### src/hw/rtl/cspe_pkg.sv
// Shared types, constants and helpers for the cross stencil peak erosion block.
// No dependencies; every other file but cspe_ram refers to this package, by scope or by import.
`default_nettype none

package cspe_pkg;

    // Field widths
    localparam int PIX_W  = 16;
    localparam int CFG_W  = 11;
    localparam int GAIN_W = 16;
    localparam int DIM_W  = 13;  // holds any clamped dimension up to 4096

    // Geometry defaults and limits
    localparam int MAX_WIDTH_DEF  = 1024;
    localparam int MAX_HEIGHT_DEF = 1024;
    localparam int DIM_MIN        = 3;
    localparam logic [CFG_W-1:0]  FRAME_DIM_RESET = CFG_W'(1024);
    localparam logic [GAIN_W-1:0] GAIN_RESET      = '0;

    // Output queue depth
    localparam int OUTQ_DEPTH = 16;

    // Configuration port
    localparam int CFG_ADDR_W = 4;
    localparam int CFG_DATA_W = 32;
    localparam int REG_IDX_W  = 2;
    localparam logic [REG_IDX_W-1:0] REG_FRAME_WIDTH  = 2'd0;
    localparam logic [REG_IDX_W-1:0] REG_FRAME_HEIGHT = 2'd1;
    localparam logic [REG_IDX_W-1:0] REG_EROSION_GAIN = 2'd2;

    // Item modes
    localparam logic MODE_PIXEL = 1'b0;
    localparam logic MODE_FLUSH = 1'b1;

    typedef struct packed {
        logic             mode;
        logic [PIX_W-1:0] height_in;
    } t_in_item;

    typedef struct packed {
        logic [PIX_W-1:0] height_out;
        logic             frame_last;
    } t_out_item;

    // Per-item control decided when the item is taken
    typedef struct packed {
        logic             pixel;
        logic             emit;
        logic             interior;
        logic             last;
        logic [PIX_W-1:0] height;
    } t_item_ctl;

    // Clamp a programmed dimension to [DIM_MIN, hi]
    function automatic logic [DIM_W-1:0] clamp_dim(input logic [CFG_W-1:0] v,
                                                   input int unsigned hi);
        logic [DIM_W-1:0] r;
        if (v < CFG_W'(DIM_MIN)) begin
            r = DIM_W'(DIM_MIN);
        end else if (32'(v) > hi) begin
            r = DIM_W'(hi);
        end else begin
            r = DIM_W'(v);
        end
        return r;
    endfunction

endpackage

`default_nettype wire

### src/hw/rtl/cspe_outq.sv
// Output queue that holds finished results until the downstream side takes them.
// Depends on cspe_pkg for the result item type.
`default_nettype none

module cspe_outq #(
    parameter int  DEPTH = cspe_pkg::OUTQ_DEPTH,
    localparam int PTR_W = $clog2(DEPTH),
    localparam int CNT_W = $clog2(DEPTH + 1)
) (
    input  wire logic                 i_clk,
    input  wire logic                 i_rst_n,
    input  wire logic                 i_push,
    input  wire cspe_pkg::t_out_item  i_item,
    input  wire logic                 i_pop,
    output logic                      o_valid,
    output cspe_pkg::t_out_item       o_item
);

    cspe_pkg::t_out_item r_mem [DEPTH];
    logic [PTR_W-1:0]    r_wr_ptr;
    logic [PTR_W-1:0]    r_rd_ptr;
    logic [CNT_W-1:0]    r_count;

    function automatic logic [PTR_W-1:0] ptr_inc(input logic [PTR_W-1:0] p);
        return (p == PTR_W'(DEPTH - 1)) ? '0 : p + PTR_W'(1);
    endfunction

    // Pointers and fill level
    always_ff @(posedge i_clk) begin
        if (!i_rst_n) begin
            r_wr_ptr <= '0;
            r_rd_ptr <= '0;
            r_count  <= '0;
        end else begin
            if (i_push) begin
                r_wr_ptr <= ptr_inc(r_wr_ptr);
            end
            if (i_pop) begin
                r_rd_ptr <= ptr_inc(r_rd_ptr);
            end
            if (i_push && !i_pop) begin
                r_count <= r_count + CNT_W'(1);
            end else if (!i_push && i_pop) begin
                r_count <= r_count - CNT_W'(1);
            end
        end
    end

    // Storage
    always_ff @(posedge i_clk) begin
        if (i_push) begin
            r_mem[r_wr_ptr] <= i_item;
        end
    end

    assign o_valid = (r_count != '0);
    assign o_item  = r_mem[r_rd_ptr];

endmodule

`default_nettype wire

### config.mk
export PLATFORM = sky130hd
export DESIGN_NAME = cspe_outq
export DESIGN_NICKNAME = d
export VERILOG_FILES = /design/src/hw/rtl/cspe_pkg.sv /design/src/hw/rtl/cspe_outq.sv
export SDC_FILE = /design/constraint.sdc
export NUM_CORES = 1
export LEC_CHECK = 0
export BUFFER_PORTS_ARGS = -buffer_cell sky130_fd_sc_hd__buf_2
export CELL_PAD_IN_SITES_DETAIL_PLACEMENT = 0
export CELL_PAD_IN_SITES_GLOBAL_PLACEMENT = 1
export CORE_UTILIZATION = 53
export DETAILED_ROUTE_END_ITERATION = 8
export PLACE_DENSITY_LB_ADDON = 0.1
export SYNTH_ARGS = -nofsm -noshare
export SYNTH_HDL_FRONTEND = slang
export SYNTH_SLANG_ARGS = --single-unit
### constraint.sdc
create_clock -name i_clk -period 2.8 [get_ports i_clk]
set_input_delay 0.28 -clock i_clk [delete_from_list [all_inputs] [get_ports i_clk]]
set_output_delay 0.28 -clock i_clk [all_outputs]
set_load 0.005 [all_outputs]
==> metrics.yaml <==
outcome: "completed"
number_of_unique_standard_cell_types_used_by_synthesis: 36
yosysTopAreaCellShare_pct: 73.0
globalRouteTotalUtil_pct: 21.4
cp.depth: 5
clock-root-buffer: "sky130_fd_sc_hd__clkbuf_16"
drt-initial-drc-count: 458
holdWs_ns: 0.119
grt_setup_unrepaired: "false"
endpoint_kind: "primary output"
fillerInstances: 1446
finalHoldViolations: 0
number_of_enable_flip_flop_cells_after_synthesis: 272
dpl_worst_slack_ns: 0.740
synthesis.area_per_instance_um2: 21.1
leakage_power_nw: 4.16
critical_path.n_buffers_inverters: 2
detailedRoute.firstPassIterationCount: 5
route.detailed.drc: 0
worstPathCellList: "buf_4 > mux4_2 > a22oi_1 > nand2_1 > buf_2"
ys_top_cells_by_count: "sky130_fd_sc_hd__edfxtp_1, sky130_fd_sc_hd__mux4_2, sky130_fd_sc_hd__a22oi_1, sky130_fd_sc_hd__and2_1, sky130_fd_sc_hd__nand2_1"
critical_path.startpoint_type: "register"
met3WireLength_mm: 1.53
timing.clock.skew_ns: 0.00498
clock_sink_count: 289
r2r.worst_path.cells: 4
cts_hold_buf: 0
horizontal_extent_of_the_die_um: 147
timing.final.crit_share_pct: 92.5
timing.critical_path.slowest_cell_delay_ns: 0.54
antenna_diodes: 0
total_power_density_per_cell_area_nw_per_um2: 699
chipHeight_um: 147
route.top_layer_used: "met4"
cts_buffers: 28
tns_ns: 0
start_util_pct: 54.6
drive_above_1_share_pct: 26.3
port_buffers: 38
first_global_vias: 5495
grt_antenna_before_repair: 0
synth-warning-count: 0
m1WireLength_mm: 9.41
final_hpwl_dp_mm: 12.8
max_cap_violations: 0
detailed_route_wire_length_per_cell_um: 25.0
coreArea_um2: 20500
cp_slowest_cell: "sky130_fd_sc_hd__mux4_2"
yosysMostFrequentCell: "sky130_fd_sc_hd__edfxtp_1"
clock.fmax_ghz: 0.386
top_level_ports: 39
worst_path_clk_slew_ns: 0.06
final-setup-viol-count: 0
tritoncts_clock_tree: "built"
htree_num_levels: 1
grt_pass1_wl_mm: 33.5
whs_path_depth: 1
ys_async_sr_fraction_pct: 0
finalNetCount: 626
synth.area.top_cells: "sky130_fd_sc_hd__edfxtp_1, sky130_fd_sc_hd__mux4_2, sky130_fd_sc_hd__dfxtp_1"
synth-seq-area-share_pct: 76.1
cpLargestDelayFamily: "multiplexers"
detail_routed_via_count_per_cell: 6.02
layout_area_overhead_pct: 13.8
peakVddDrop_v: 0.000532
die_area_um2: 21700
worst_path_fanout_max: 12
ys_seq_elements: 289
clock_latency_ns: 0.53
final-max-slew-violation-count: 0
timing.critical_path.arrival_ns: 2.31
critical_path_class: "reg2out"
tightest_slew_ns: 1.20
routed_wl_mm: 22.2
holdCritPathClass: "in2reg"
final_antenna_net_count: 0
synth_top_area_cell: "sky130_fd_sc_hd__edfxtp_1"
worstPathRequired_ns: 2.52
syn_inst: 529
routabilityCongestion: 0.760
synth_top_flop_cell: "sky130_fd_sc_hd__edfxtp_1"
final_critical_delay_including_setup_and_external_delays_ns: 2.59
clock_tree.buffer_depth: 3
mapped_cell_area_um2: 11200
grt_overflow_total: 0
postCtsSetupBuffers: 0
setup_ws_ns: 0.211
synth.net_count: 560
routed-via-count: 5332
max_slew_margin_pct: 20.0
placement_rows: 52
pin_count_of_the_biggest_net_entering_global_routing: 69
post_cts.resized_instances: 0
dr_wl_met2_mm: 10.9
## state kept, by name, indices dropped and copies added (netlist names), named ones only
register,count
r_count,5
r_rd_ptr,4
r_mem,272
r_wr_ptr,4
## path summary, 6_finish.rpt
kind	from	slack (ns)	to
max reg2reg	r_wr_ptr[2]	0.90	r_mem[6][4]
min reg2reg	r_count[4]	0.49	r_count[4]
max	register	0.21	o_item[0]
min	i_item[15]	0.12	r_mem[12][15]
## cell families (layout without fill, tap and decap cells)
| family | after synthesis | after routing | synth area share, % |
|---|---|---|---|
| AND/OR/NAND/NOR | 74 | 74 | 3.48 |
| adder cells (fa/ha/maj) | 10 | 10 | 1.19 |
| AO/OA/AOI/OAI | 47 | 47 | 2.92 |
| XOR/XNOR | 4 | 4 | 0.313 |
| multiplexers | 73 | 73 | 14.5 |
| flip-flops | 289 | 289 | 76.1 |
| buffers and inverters | 32 | 119 | 1.57 |
## stage by stage
stage | utilization (%) | instances | area, um^2 | power [mW]
after global routing | 62.1 | 886 | 12700 | 9.17
final | 62.1 | 886 | 12700 | 8.90
after detailed placement | 57.8 | 835 | 11900 | 5.45
after floorplan | - | 529 | 11200 | 5.26
after global placement | 57.8 | 835 | 11900 | 5.44
after CTS | 62.1 | 886 | 12700 | 8.98
## worst register-to-register path, stage by stage (launching register included)
cell and delay [ns]:
sky130_fd_sc_hd__dfxtp_1 0.41, sky130_fd_sc_hd__nand2_1 0.09, sky130_fd_sc_hd__nor2_1 0.23, sky130_fd_sc_hd__and2_1 0.48, sky130_fd_sc_hd__buf_4 0.36
## cell type report
cell class                 count  area, um^2  area share, %
multi-input combinational    208        2510           19.7
sequential                   289        8510           66.9
clock inverter                14         115          0.905
inverter                       6        22.5          0.177
timing repair buffer          62         470           3.70
tap                          270         338           2.65
clock buffer                  37         756           5.94
## routing by layer
layer	vias up	global-route usage [%]
li1	2328	-
met1	2791	30.5
met2	183	34.5
met3	30	4.25
met4	0	4.90
met5	-	0
## power breakdown
part	internal (mW)	total, mW	switching, mW
registers	4.79	4.82	0.0334
logic	0.254	0.533	0.279
clock network	2.07	3.54	1.48
total	7.11	8.90	1.79
## placed cells by master (no fill, tap or decap), types with 5 or more instances in the layout
cell,instances
sky130_fd_sc_hd__buf_12,8
sky130_fd_sc_hd__ha_1,9
sky130_fd_sc_hd__buf_4,16
sky130_fd_sc_hd__clkbuf_16,29
sky130_fd_sc_hd__buf_2,38
sky130_fd_sc_hd__edfxtp_1,272
sky130_fd_sc_hd__nor2_1,5
sky130_fd_sc_hd__a22oi_1,34
sky130_fd_sc_hd__mux4_2,58
sky130_fd_sc_hd__clkbuf_1,8
sky130_fd_sc_hd__dfxtp_1,15
sky130_fd_sc_hd__o21ai_0,6
sky130_fd_sc_hd__nand2_1,25
sky130_fd_sc_hd__and2_1,25
sky130_fd_sc_hd__nand3_1,5
sky130_fd_sc_hd__inv_1,6
sky130_fd_sc_hd__mux4_1,10
sky130_fd_sc_hd__clkinv_1,8
No activity file was read; power rests on OpenSTA's default activity.
