### src/hw/rtl/cspe_pkg.sv
// Shared types, constants and helpers for the cross stencil peak erosion block.
// No dependencies; every other file but cspe_ram refers to this package, by scope or by import.
`default_nettype none

package cspe_pkg;

    // Field widths
    localparam int PIX_W  = 16;
    localparam int CFG_W  = 11;
    localparam int GAIN_W = 16;
    localparam int DIM_W  = 13;  // holds any clamped dimension up to 4096

    // Geometry defaults and limits
    localparam int MAX_WIDTH_DEF  = 1024;
    localparam int MAX_HEIGHT_DEF = 1024;
    localparam int DIM_MIN        = 3;
    localparam logic [CFG_W-1:0]  FRAME_DIM_RESET = CFG_W'(1024);
    localparam logic [GAIN_W-1:0] GAIN_RESET      = '0;

    // Output queue depth
    localparam int OUTQ_DEPTH = 16;

    // Configuration port
    localparam int CFG_ADDR_W = 4;
    localparam int CFG_DATA_W = 32;
    localparam int REG_IDX_W  = 2;
    localparam logic [REG_IDX_W-1:0] REG_FRAME_WIDTH  = 2'd0;
    localparam logic [REG_IDX_W-1:0] REG_FRAME_HEIGHT = 2'd1;
    localparam logic [REG_IDX_W-1:0] REG_EROSION_GAIN = 2'd2;

    // Item modes
    localparam logic MODE_PIXEL = 1'b0;
    localparam logic MODE_FLUSH = 1'b1;

    typedef struct packed {
        logic             mode;
        logic [PIX_W-1:0] height_in;
    } t_in_item;

    typedef struct packed {
        logic [PIX_W-1:0] height_out;
        logic             frame_last;
    } t_out_item;

    // Per-item control decided when the item is taken
    typedef struct packed {
        logic             pixel;
        logic             emit;
        logic             interior;
        logic             last;
        logic [PIX_W-1:0] height;
    } t_item_ctl;

    // Clamp a programmed dimension to [DIM_MIN, hi]
    function automatic logic [DIM_W-1:0] clamp_dim(input logic [CFG_W-1:0] v,
                                                   input int unsigned hi);
        logic [DIM_W-1:0] r;
        if (v < CFG_W'(DIM_MIN)) begin
            r = DIM_W'(DIM_MIN);
        end else if (32'(v) > hi) begin
            r = DIM_W'(hi);
        end else begin
            r = DIM_W'(v);
        end
        return r;
    endfunction

endpackage

`default_nettype wire

### src/hw/rtl/cspe_ctrl.sv
// Stream control: pending count, emit position, ring write pointer and window addresses.
// Depends on cspe_pkg; its first-stage register feeds cspe_stencil.
`default_nettype none

module cspe_ctrl #(
    parameter int  MAX_WIDTH  = cspe_pkg::MAX_WIDTH_DEF,
    parameter int  MAX_HEIGHT = cspe_pkg::MAX_HEIGHT_DEF,
    localparam int WW         = $clog2(MAX_WIDTH + 1),
    localparam int HW         = $clog2(MAX_HEIGHT + 1),
    localparam int CW         = $clog2(MAX_WIDTH),
    localparam int RW         = $clog2(MAX_HEIGHT),
    localparam int PW         = $clog2(MAX_WIDTH + 2),
    localparam int RING_DEPTH = 2 * MAX_WIDTH + 1,
    localparam int RING_AW    = $clog2(RING_DEPTH)
) (
    input  wire logic                 i_clk,
    input  wire logic                 i_rst_n,
    input  wire logic                 i_restart,
    input  wire logic [WW-1:0]        i_eff_w,
    input  wire logic [HW-1:0]        i_eff_h,
    input  wire logic [RING_AW-1:0]   i_off_top,
    input  wire logic [RING_AW-1:0]   i_off_right,
    input  wire logic                 i_accept,
    input  wire cspe_pkg::t_in_item   i_item,
    output logic                      o_emit,
    output logic                      o_s1_valid,
    output cspe_pkg::t_item_ctl       o_s1_ctl,
    output logic [RING_AW-1:0]        o_s1_wp,
    output logic [RING_AW-1:0]        o_s1_addr_top,
    output logic [RING_AW-1:0]        o_s1_addr_mid
);

    logic [PW-1:0]      r_pend;
    logic [CW-1:0]      r_emit_col;
    logic [RW-1:0]      r_emit_row;
    logic [RING_AW-1:0] r_wp;

    logic [PW-1:0]      n_pend;
    logic [CW-1:0]      n_emit_col;
    logic [RW-1:0]      n_emit_row;
    logic [RING_AW-1:0] n_wp;

    logic               is_pixel;
    logic               interior;
    logic               last_col;
    logic               last_row;
    logic               emit;
    logic [RING_AW-1:0] addr_top;
    logic [RING_AW-1:0] addr_mid;

    // Ring address a + b, modulo the ring depth (both operands below it)
    function automatic logic [RING_AW-1:0] wrap_add(input logic [RING_AW-1:0] a,
                                                    input logic [RING_AW-1:0] b);
        logic [RING_AW:0] s;
        s = {1'b0, a} + {1'b0, b};
        if (s >= (RING_AW + 1)'(RING_DEPTH)) begin
            s = s - (RING_AW + 1)'(RING_DEPTH);
        end
        return s[RING_AW-1:0];
    endfunction

    // Position of the oldest pending pixel within the frame
    always_comb begin
        is_pixel = (i_item.mode == cspe_pkg::MODE_PIXEL);
        last_col = (WW'(r_emit_col) == i_eff_w - WW'(1));
        last_row = (HW'(r_emit_row) == i_eff_h - HW'(1));
        interior = (r_emit_row != '0) && (HW'(r_emit_row) < i_eff_h - HW'(1))
                && (r_emit_col != '0) && (WW'(r_emit_col) < i_eff_w - WW'(1));
    end

    // Emit decision: a pixel releases the one W places back, a flush drains
    // a pending border pixel, or an interior one whose bottom neighbor has arrived
    always_comb begin
        if (is_pixel) begin
            emit = (r_pend >= PW'(i_eff_w));
        end else begin
            emit = (r_pend != '0) && (!interior || (r_pend > PW'(i_eff_w)));
        end
    end

    // Next counters
    always_comb begin
        n_pend     = r_pend;
        n_emit_col = r_emit_col;
        n_emit_row = r_emit_row;
        n_wp       = r_wp;
        if (is_pixel && !emit) begin
            n_pend = r_pend + PW'(1);
        end else if (!is_pixel && emit) begin
            n_pend = r_pend - PW'(1);
        end
        if (emit) begin
            if (last_col) begin
                n_emit_col = '0;
                n_emit_row = last_row ? '0 : r_emit_row + RW'(1);
            end else begin
                n_emit_col = r_emit_col + CW'(1);
            end
        end
        if (is_pixel) begin
            n_wp = (r_wp == RING_AW'(RING_DEPTH - 1)) ? '0 : r_wp + RING_AW'(1);
        end
    end

    // Window addresses: top neighbor, and right neighbor or the flushed pixel
    always_comb begin
        addr_top = wrap_add(r_wp, i_off_top);
        if (is_pixel) begin
            addr_mid = wrap_add(r_wp, i_off_right);
        end else begin
            addr_mid = wrap_add(r_wp, RING_AW'(RING_DEPTH) - RING_AW'(r_pend));
        end
    end

    assign o_emit = emit;

    // Control state
    always_ff @(posedge i_clk) begin
        if (!i_rst_n) begin
            r_pend     <= '0;
            r_emit_col <= '0;
            r_emit_row <= '0;
            r_wp       <= '0;
            o_s1_valid <= 1'b0;
        end else begin
            o_s1_valid <= i_accept;
            if (i_restart) begin
                r_pend     <= '0;
                r_emit_col <= '0;
                r_emit_row <= '0;
                r_wp       <= '0;
            end else if (i_accept) begin
                r_pend     <= n_pend;
                r_emit_col <= n_emit_col;
                r_emit_row <= n_emit_row;
                r_wp       <= n_wp;
            end
        end
    end

    // First stage payload
    always_ff @(posedge i_clk) begin
        if (i_accept) begin
            o_s1_ctl.pixel    <= is_pixel;
            o_s1_ctl.emit     <= emit;
            o_s1_ctl.interior <= interior;
            o_s1_ctl.last     <= last_col && last_row;
            o_s1_ctl.height   <= i_item.height_in;
            o_s1_wp           <= r_wp;
            o_s1_addr_top     <= addr_top;
            o_s1_addr_mid     <= addr_mid;
        end
    end

endmodule

`default_nettype wire

### config.mk
export PLATFORM = sky130hd
export DESIGN_NAME = cspe_ctrl
export DESIGN_NICKNAME = d
export VERILOG_FILES = /design/src/hw/rtl/cspe_pkg.sv /design/src/hw/rtl/cspe_ctrl.sv
export SDC_FILE = /design/constraint.sdc
export NUM_CORES = 1
export LEC_CHECK = 0
export BUFFER_PORTS_ARGS = -buffer_cell sky130_fd_sc_hd__buf_2
export CAP_MARGIN = 0
export CELL_PAD_IN_SITES_DETAIL_PLACEMENT = 0
export CELL_PAD_IN_SITES_GLOBAL_PLACEMENT = 2
export CORE_UTILIZATION = 40
export CTS_BUF_LIST = sky130_fd_sc_hd__clkbuf_2
export CTS_CLUSTER_DIAMETER = 200
export DETAILED_ROUTE_END_ITERATION = 7
export PLACE_DENSITY_LB_ADDON = 0.3
export SYNTH_ARGS = -nofsm -noshare
export SYNTH_HDL_FRONTEND = slang
export SYNTH_SLANG_ARGS = --single-unit
### constraint.sdc
create_clock -name i_clk -period 7.25 [get_ports i_clk]
set_clock_uncertainty 0.05 [all_clocks]
set_input_delay 0.3625 -clock i_clk [delete_from_list [all_inputs] [get_ports i_clk]]
set_output_delay 0.3625 -clock i_clk [all_outputs]
set_load 0.02 [all_outputs]
==> summary.txt <==
Status
  • Status: completed

Die
  • I/O pins: 125
  • Die height: 147 microns
  • Die area: 21500 sq um
  • Row Count: 52
  • Die Width: 147 microns
  • Core Region: 20400 sq um
  • Initial Utilization: 41.0%

Synth
  • Yosys cell types: 86
  • Syn_nets: 1080
  • Yosys warning count: 0
  • Async SR Flop Fraction: 0%
  • Synthesized area per cell: 9.10 sq um
  • Most frequent cell after synthesis: ha_1
  • EDFF count, synth: 56
  • Leading area contributor after synthesis: edfxtp_1
  • Post-synth top cells: ha_1, nor2_1, xnor2_1
  • Mapped Area: 8360 sq um
  • Synth top area cells: edfxtp_1, ha_1, dfxtp_1
  • Post-synthesis sequential area ratio: 30.7%
  • Main synth FF type: edfxtp_1
  • Mapped Cells: 918
  • Synth top area share: 20.1%
  • Seq cells post-synth: 100

Finish
  • Share of layout cells above drive strength 1: 17.1%
  • Design area: 9540 sq um
  • Area Overhead vs Synth: 14.1%
  • Nets: 1214

Worst setup path
  • CP top delay family: simple AND/OR/NAND/NOR gates
  • Startpoint Class: flop
  • Buf/Inv on CP: 0
  • WP data arrival: 4.94 ns
  • CP max stage cell: and4bb_1
  • Crit-path max FO: 13
  • Setup Crit Path Kind: reg2reg
  • WP data required: 7.57 ns
  • Worst-path cell chain: or4_1 > or3_1 > and2_1 > ha_1 > o21ai_0 > nor3b_1 > a2111oi_0 > o311ai_1 > nor3b_2 > and4bb_1 > nor3_1 > xor2_1 > mux2i_1
  • CP max stage delay: 0.53 ns
  • CP Capture Type: flop

Timing
  • Tightest hold margin: 0.154 ns
  • RSZ-0062 raised after global routing: no
  • Max Slew Vio Count: 0
  • Tightest Pin Transition: 0.982 ns
  • TNS Setup: 0 ns
  • Fmax: 217 MHz
  • Final setup vio count: 0
  • Final hold violations: 0
  • Setup WS post-layout: 2.63 ns
  • Post-layout minimum cycle time: 4.62 ns
  • Max_slew headroom: 34.6%
  • Final Cycle Share: 63.7%

CTS
  • Clk slew on worst S/H paths: 0.31 ns
  • H-tree depth: 3
  • CTS resizes: 0
  • CTS tree: yes
  • CTS root buffer: clkbuf_2
  • CTS Buffer Depth: 2
  • CTS Buf Count: 9
  • Skew-Pair Late Insertion Delay: 0.60 ns
  • Clock Sinks: 100

Drt
  • WL per Instance: 16.4 microns
  • Initial DRT Pass Iterations: 4
  • Drt initial violations: 447
  • Final ANT Viol Nets: 0
  • Via count: 7060
  • Post-route DRC: 0
  • DR vias/cell: 5.32
  • Final WL: 21.7 mm

Global route
  • Largest net degree at the start of global routing: 60
  • Vias in the first global route: 6654
  • Congestion Overflow GR: 0
  • Initial antenna violation count: 1
  • Gr usage total: 20.4%
  • First-pass GRT wire length: 35.1 mm

Placement
  • Final GP Congestion: 0.805
  • Cell area after placement: 9240 sq um
  • Dpl hpwl: 16.6 mm
  • Placement Setup Slack: 2.70 ns
  • I/O Buffers: 124

Job
  • Max Cap Viol: 0

Power
  • Worst vdd ir: 74.8 uV
  • Pwr Density: 141 nW/um^2
  • Pleak: 4.11 nW

Min path
  • HP Class: in2reg
[cell usage in the layout, fill, tap and decap left out, drive strengths merged, types with 4 or more instances in the layout]
cell type / synthesis / routed
and2: 10 / 10
o31ai: 10 / 10
buf: 11 / 127
mux2i: 14 / 14
a21o: 23 / 23
or3: 11 / 11
a31oi: 4 / 4
a211oi: 18 / 18
nor2: 76 / 76
nand2: 54 / 54
nand3: 34 / 34
and3: 11 / 11
o21ai: 30 / 30
o21a: 14 / 14
or4: 7 / 7
fa: 4 / 4
a21oi: 51 / 51
dlygate4sd3: 0 / 17
o211ai: 9 / 9
inv: 50 / 51
nor3b: 6 / 6
o21bai: 5 / 5
nand4: 18 / 18
a2111oi: 5 / 5
xnor2: 59 / 59
clkbuf: 10 / 10
nand2b: 5 / 5
a211o: 5 / 5
o311ai: 5 / 5
nor2b: 18 / 18
edfxtp: 56 / 56
ha: 91 / 91
xor2: 48 / 48
nor3: 29 / 29
nor4: 17 / 17
dfxtp: 44 / 44
or2: 12 / 12
[logic make-up after synthesis]
| logic type | after synthesis | share of synthesized area, % |
|---|---|---|
| and+or+nand+nor | 319 | 20.2 |
| DFF | 100 | 30.7 |
| buffers and inverters | 71 | 3.43 |
| muxes | 15 | 1.81 |
| adders and majority gates | 95 | 14.6 |
| AOI/OAI and AO/OA | 211 | 18.0 |
| xor gates and xnor gates | 107 | 11.3 |
[worst min-delay path, cell delays in order]
cell and delay, ns:
buf_2 0.08, nor2b_1 0.03, buf_4 0.19, nand2b_1 0.09, mux2i_1 0.06
[flip-flops by register name, indices dropped and copies added (netlist names)]
name,cells
o_s1_addr_mid,12
o_s1_ctl,20
r_emit_row,10
o_s1_wp,12
r_pend,11
r_wp,12
o_s1_valid,1
o_s1_addr_top,12
r_emit_col,10
[area by class of cell]
class | instances | area, sq um
fillers | 2014 | 10800
multi-input cells | 747 | 5510
flip-flops and latches | 100 | 2560
repair buffers | 144 | 813
well taps | 270 | 338
inverters | 50 | 188
clock inverters | 6 | 73.8
clock buffers | 10 | 50.0
diodes | 1 | 2.50
[power breakdown]
| group | switching (mW) | internal [mW] |
|---|---|---|
| clock | 0.201 | 0.0845 |
| sequential | 0.0153 | 0.634 |
| combinational | 0.244 | 0.163 |
| total | 0.461 | 0.881 |
[timing repair]
action,CTS,global route
hold endpoints to repair,17,0
setup buffers,0,0
hold buffers,17,0
[metrics by stage]
stage | power (mW) | utilization [%] | std cells
6_report | 1.34 | 46.8 | 1328
2_1_floorplan | 0.943 | - | 918
3_3_place_gp | 1.06 | 45.4 | 1294
3_5_place_dp | 1.06 | 45.4 | 1294
5_1_grt | 1.42 | 46.8 | 1328
4_1_cts | 1.36 | 46.8 | 1327
[metal layers]
metal  global-route usage [%]  share of wire, %
met1                     29.2                51
met2                     32.9                46
met3                     2.16               2.7
met4                     4.79               1.1
met5                        0                 0
[worst paths after layout]
| path | end | from | slack, ns | cells past startpoint |
|---|---|---|---|---|
| hold / removal | r_pend[10]$_SDFFE_PP0P_ | i_restart | 0.15 | 5 |
| setup / recovery | o_s1_addr_mid[5]$_DFFE_PP_ | r_pend[3]$_SDFFE_PP0P_ | 2.63 | 13 |
| setup reg to reg | o_s1_addr_mid[5]$_DFFE_PP_ | r_pend[3]$_SDFFE_PP0P_ | 2.63 | 13 |
| hold reg to reg | r_emit_row[0]$_SDFFE_PP0P_ | r_emit_row[0]$_SDFFE_PP0P_ | 0.48 | 2 |
(Power assumes the default switching activity.)
